### src/sv/fbmc_pkg.sv
// shared types and constants of the frequency band mask check
package fbmc_pkg;

  // field widths fixed by the interface
  localparam int unsigned ACTION_W     = 1;
  localparam int unsigned BAND_INDEX_W = 6;
  localparam int unsigned BAND_COUNT_W = 7;

  // default sizing
  localparam int unsigned MAX_BANDS_DEF = 64;
  localparam int unsigned FREQ_BITS_DEF = 40;

  // action codes
  localparam logic [ACTION_W-1:0] ACTION_LOAD  = 1'b0;
  localparam logic [ACTION_W-1:0] ACTION_QUERY = 1'b1;

  // control part of the query token that walks the cell chain
  typedef struct packed {
    logic valid;
    logic done;
    logic masked;
  } tok_t;

endpackage

### src/sv/fbmc_cell.sv
// one band slot of the chain: holds the band edges and checks a passing query
module fbmc_cell #(
  parameter int unsigned CELL_IDX = 0,
  parameter int unsigned EDGE_W   = fbmc_pkg::FREQ_BITS_DEF + 3
) (
  input  logic                               clk_i,
  input  logic                               rst_ni,
  input  logic                               load_en_i,
  input  logic [fbmc_pkg::BAND_INDEX_W-1:0]  band_index_i,
  input  logic signed [EDGE_W-1:0]           band_lo_i,
  input  logic signed [EDGE_W-1:0]           band_hi_i,
  input  logic [fbmc_pkg::BAND_COUNT_W-1:0]  band_count_i,
  input  fbmc_pkg::tok_t                     tok_i,
  input  logic signed [EDGE_W-1:0]           sig_lo_i,
  input  logic signed [EDGE_W-1:0]           sig_hi_i,
  output fbmc_pkg::tok_t                     tok_o,
  output logic signed [EDGE_W-1:0]           sig_lo_o,
  output logic signed [EDGE_W-1:0]           sig_hi_o
);
  import fbmc_pkg::*;

  logic signed [EDGE_W-1:0] band_lo_q;
  logic signed [EDGE_W-1:0] band_hi_q;
  logic signed [EDGE_W-1:0] sig_lo_q;
  logic signed [EDGE_W-1:0] sig_hi_q;
  tok_t                     tok_q;
  tok_t                     tok_d;
  logic                     load_hit;
  logic                     active;

  // slot select and participation of this cell
  assign load_hit = load_en_i && (int'(band_index_i) == CELL_IDX);
  assign active   = int'(band_count_i) > CELL_IDX;

  // stored band edges
  always_ff @(posedge clk_i) begin
    if (load_hit) begin
      band_lo_q <= band_lo_i;
      band_hi_q <= band_hi_i;
    end
  end

  // compare the passing query against this band
  always_comb begin
    tok_d = tok_i;
    if (tok_i.valid && !tok_i.done && active) begin
      if (sig_hi_i < band_lo_q) begin
        tok_d.done   = 1'b1;
        tok_d.masked = 1'b0;
      end else if (sig_lo_i <= band_hi_q) begin
        tok_d.done   = 1'b1;
        tok_d.masked = 1'b1;
      end
    end
  end

  // hand the token to the next cell
  always_ff @(posedge clk_i or negedge rst_ni) begin
    if (!rst_ni) begin
      tok_q <= '0;
    end else begin
      tok_q <= tok_d;
    end
  end

  // query edges travel alongside
  always_ff @(posedge clk_i) begin
    sig_lo_q <= sig_lo_i;
    sig_hi_q <= sig_hi_i;
  end

  assign tok_o    = tok_q;
  assign sig_lo_o = sig_lo_q;
  assign sig_hi_o = sig_hi_q;

endmodule

### config.mk
export PLATFORM = sky130hd
export DESIGN_NAME = fbmc_cell
export DESIGN_NICKNAME = d
export VERILOG_FILES = /design/src/sv/fbmc_pkg.sv /design/src/sv/fbmc_cell.sv
export SDC_FILE = /design/constraint.sdc
export NUM_CORES = 1
export LEC_CHECK = 0
export BUFFER_PORTS_ARGS = -buffer_cell sky130_fd_sc_hd__buf_4
export CAP_MARGIN = 20
export CORE_AREA = 3 3 122 124
export DETAILED_ROUTE_END_ITERATION = 6
export DIE_AREA = 0 0 125 127
export PLACE_DENSITY = 0.88
export SLEW_MARGIN = 5
export SYNTH_ARGS = -nofsm -noshare
export SYNTH_HDL_FRONTEND = slang
export SYNTH_SLANG_ARGS = --single-unit
export TNS_END_PERCENT = 50
### constraint.sdc
create_clock -name clk_i -period 2.8 [get_ports clk_i]
set_input_delay 0.7 -clock clk_i [delete_from_list [all_inputs] [get_ports clk_i]]
set_output_delay 0.7 -clock clk_i [all_outputs]
set_load 0.005 [all_outputs]
==> out/results.tsv <==
stage	metric	value	unit
place	routability cong.	0.7842	
layout	fin nets	1081	
yosys	syn_area_per_cell	13.27	um^2
sta	RSZ-0062 raised after global routing	false	
floorplanning	IO Count	280	
worst_setup_path	WS Path Type	input port to register	
drt	initial DRC count	239	
worst_setup_path	Max Fanout on Critical Path	2	
yosys	Post-synth ARST share	1.714	%
worst_setup_path	crit start category	input port	
drt	Pre-antenna DRT Iters	4	
drt	via/cell ratio	4.776	
worst_setup_path	Crit path arrival time	2.99	ns
floorplanning	area of the core	0.01388	mm^2
sta	post-route setup slack	0.1329	ns
worst_setup_path	Slowest cell on crit path	or4_1	
place	placed instance count	966	
sta	Fin Setup TNS	0	ns
floorplanning	Initial Util	47.80	%
yosys	Post-synth top cells	89 x inv_1, 86 x dfxtp_1, 86 x edfxtp_1	
power	Comb power frac	9.3	%
power	sw power	0.001151	W
place	IO Port Bufs	279	
yosys	synth warn	0	
global_route	global-route usage over all layers	19.66	%
sta	relative slew slack	62.42	%
place	pre-CTS WS	-0.2671	ns
global_route	first-pass GRT wire length	24030	um
yosys	Synth Instances	500	
layout	ANT cells	0	
sta	skew final	0.01006	ns
yosys	Synth cell types	40	
yosys	most common flop cell mapped by yosys	edfxtp_1	
sta	Final min period	2.667	ns
yosys	Post-Syn Area	0.006635	mm^2
worst_setup_path	crit path cell chain	buf_4, ha_1, and4_1, nand2_1, or4_1, or4_1, o22ai_2, o21ai_1, a32oi_1	
worst_hold_path	Hold Crit Class	input port to asynchronous set/reset pin	
drt	Total Wirelength	15810	um
clock_tree	# H-tree levels	4	
global_route	vias in the first global route	4929	
clock_tree	post-CTS sizing	0	
floorplanning	# rows	43	
power	LEAKAGE	4.576	nW
sta	Fin. Hold Viols	0	
worst_setup_path	CP Data Required Time	3.13	ns
clock_tree	postcts setup bufs	0	
power	Max IR drop VDD	0.0003472	V
sta	Worst-Margin Slew	0.5495	ns
layout	P&R area growth vs syn	44.69	%
yosys	post-synth top area share	38.92	%
clock_tree	CTS Sinks	175	
worst_setup_path	largest stage delay on the critical path	0.60	ns
floorplanning	Die Wd	125	um
yosys	Post-synth EDFFs	86	
worst_setup_path	Worst Setup End Kind	register	
clock_tree	cts bufs inserted	17	
layout	Layout Cells excl Fill	998	
sta	Setup-failing EPs final	0	
clock_tree	Bufs on Longest Clock Path	2	
power	PwrDens	575.4	mW/mm^2
yosys	most frequent cell after synthesis	inv_1	
yosys	Syn Nets	776	
power	internal power	0.004374	W
global_route	GRT Residual Overflow	0	
sta	final period utilization	95.25	%
yosys	sequential area share after synthesis	66.00	%
floorplanning	area of the die	0.01588	mm^2
sta	Fmax achieved	374.9	MHz
global_route	initial antenna violation count	0	
clock_tree	CTS root buf	clkbuf_16	
drt	drc violations	0	
job	max_cap viols	0	
sta	final-report max-slew violation count	0	
yosys	Synth area leader	edfxtp_1	
run_status	status	complete, no violations	
clock_tree	# hold bufs at CTS	0	
clock_tree	clk_lat worst skew	0.42	ns
power	Clk pwr share	40.3	%
power	sequential share of power	50.4	%
global_route	largest net degree at the start of global routing	82	
yosys	Yosys reg bits	175	
yosys	top cells by area, synth	edfxtp_1 39%, dfxtp_1 26%, ha_1 16%	
clock_tree	Clock transition at path regs	0.06	ns
place	post-DP HPWL	12650	um
power	switching share of power	20.83	%
drt	routed wire length per instance	15.84	um
worst_setup_path	Worst path most repeated cell	or4_1	
clock_tree	CTS tree	done	
drt	Routed Antenna Nets	0	
floorplanning	Die Y	127	um
drt	via count	4766	
layout	fraction of layout instances using a drive strength above 1	39.36	%
power by group through the flow:
stage               clock network [W]  logic (W)  registers (W)
finish                        0.00223   0.000515        0.00278
global route                  0.00240   0.000567        0.00279
CTS                           0.00228   0.000522        0.00278
detailed placement                  0   0.000516        0.00284
global placement                    0   0.000497        0.00284
floorplan                           0   0.000124        0.00285
cell type report:
class | count | area (um^2)
Fill cell | 1013 | 4280
Clock buffer | 22 | 474.2
Sequential cell | 175 | 4379
Tap cell | 180 | 225.2
Inverter | 89 | 334.1
Timing Repair Buffer | 286 | 2160
Clock inverter | 10 | 87.58
Multi-Input combinational cell | 236 | 1941
layer usage:
metal | part of all wire [%] | GRT usage, %
met1 | 37 | 20.91
met2 | 52 | 35.12
met3 | 8.6 | 7.232
met4 | 2.8 | 8.610
met5 | 0 | 0
state kept, by name, indices dropped and copies added (netlist names):
register and flops:
band_lo_q 43, sig_hi_o 43, band_hi_q 43, sig_lo_o 43, tok_o 3
cell usage in the layout, fill, tap and decap left out, types with 3 or more instances in the layout:
cell type / netlist / final
ha_1: 85 / 85
nor2_1: 8 / 8
nor4_1: 4 / 3
clkbuf_16: 0 / 17
o21ai_0: 11 / 11
and4_1: 3 / 3
nand4_1: 9 / 9
dfxtp_1: 86 / 86
a21oi_1: 39 / 39
clkinv_2: 0 / 3
nand2_1: 30 / 30
o21ai_1: 8 / 8
nand3_1: 5 / 5
dfrtp_1: 3 / 3
or4_1: 3 / 3
clkbuf_8: 0 / 3
inv_1: 89 / 89
a211oi_1: 3 / 3
edfxtp_1: 86 / 86
clkinv_4: 0 / 3
buf_4: 0 / 285
final timing paths:
check / from / endpoint / slack [ns] / cells after the start
max: sig_lo_i[26] / tok_o[0] / 0.13 / 9
min: rst_ni / tok_o[2] / 0.07 / 1
max reg2reg: band_hi_q[26] / tok_o[0] / 0.15 / 9
min reg2reg: band_lo_q[42] / tok_o[1] / 0.95 / 6
max in group asynchronous: rst_ni / tok_o[1] / 2.63 / 1
min in group clk_i: sig_hi_i[0] / sig_hi_o[0] / 0.39 / 1
through the flow:
stage	total power (W)	instance area, um^2	hold slack (ns)	utilization, %
2_1_floorplan	0.002971	6654	0.4044	-
3_3_place_gp	0.003333	9039	0.5006	65.12
3_5_place_dp	0.003356	9039	0.5007	65.12
4_1_cts	0.005582	9600	0.04320	69.16
5_1_grt	0.005751	9600	0.04146	69.16
6_report	0.005524	9600	0.06720	69.16
worst max-delay path, delay by kind of cell:
kind                     cells  cell delay (ns)
AND/OR/NAND/NOR              4             1.44
buffers and inverters        1             0.11
AO/OA/AOI/OAI                3             0.44
adder cells (fa/ha/maj)      1             0.30
cells by family after synthesis:
logic type | share of synthesized area, %
AO/OA/AOI/OAI | 6.770
adder cells (fa/ha/maj) | 16.03
AND/OR/NAND/NOR | 6.034
XOR/XNOR | 0.1320
buffers and inverters | 5.035
flip-flops | 66.00
Note: power is estimated with default switching activity, not from simulation.
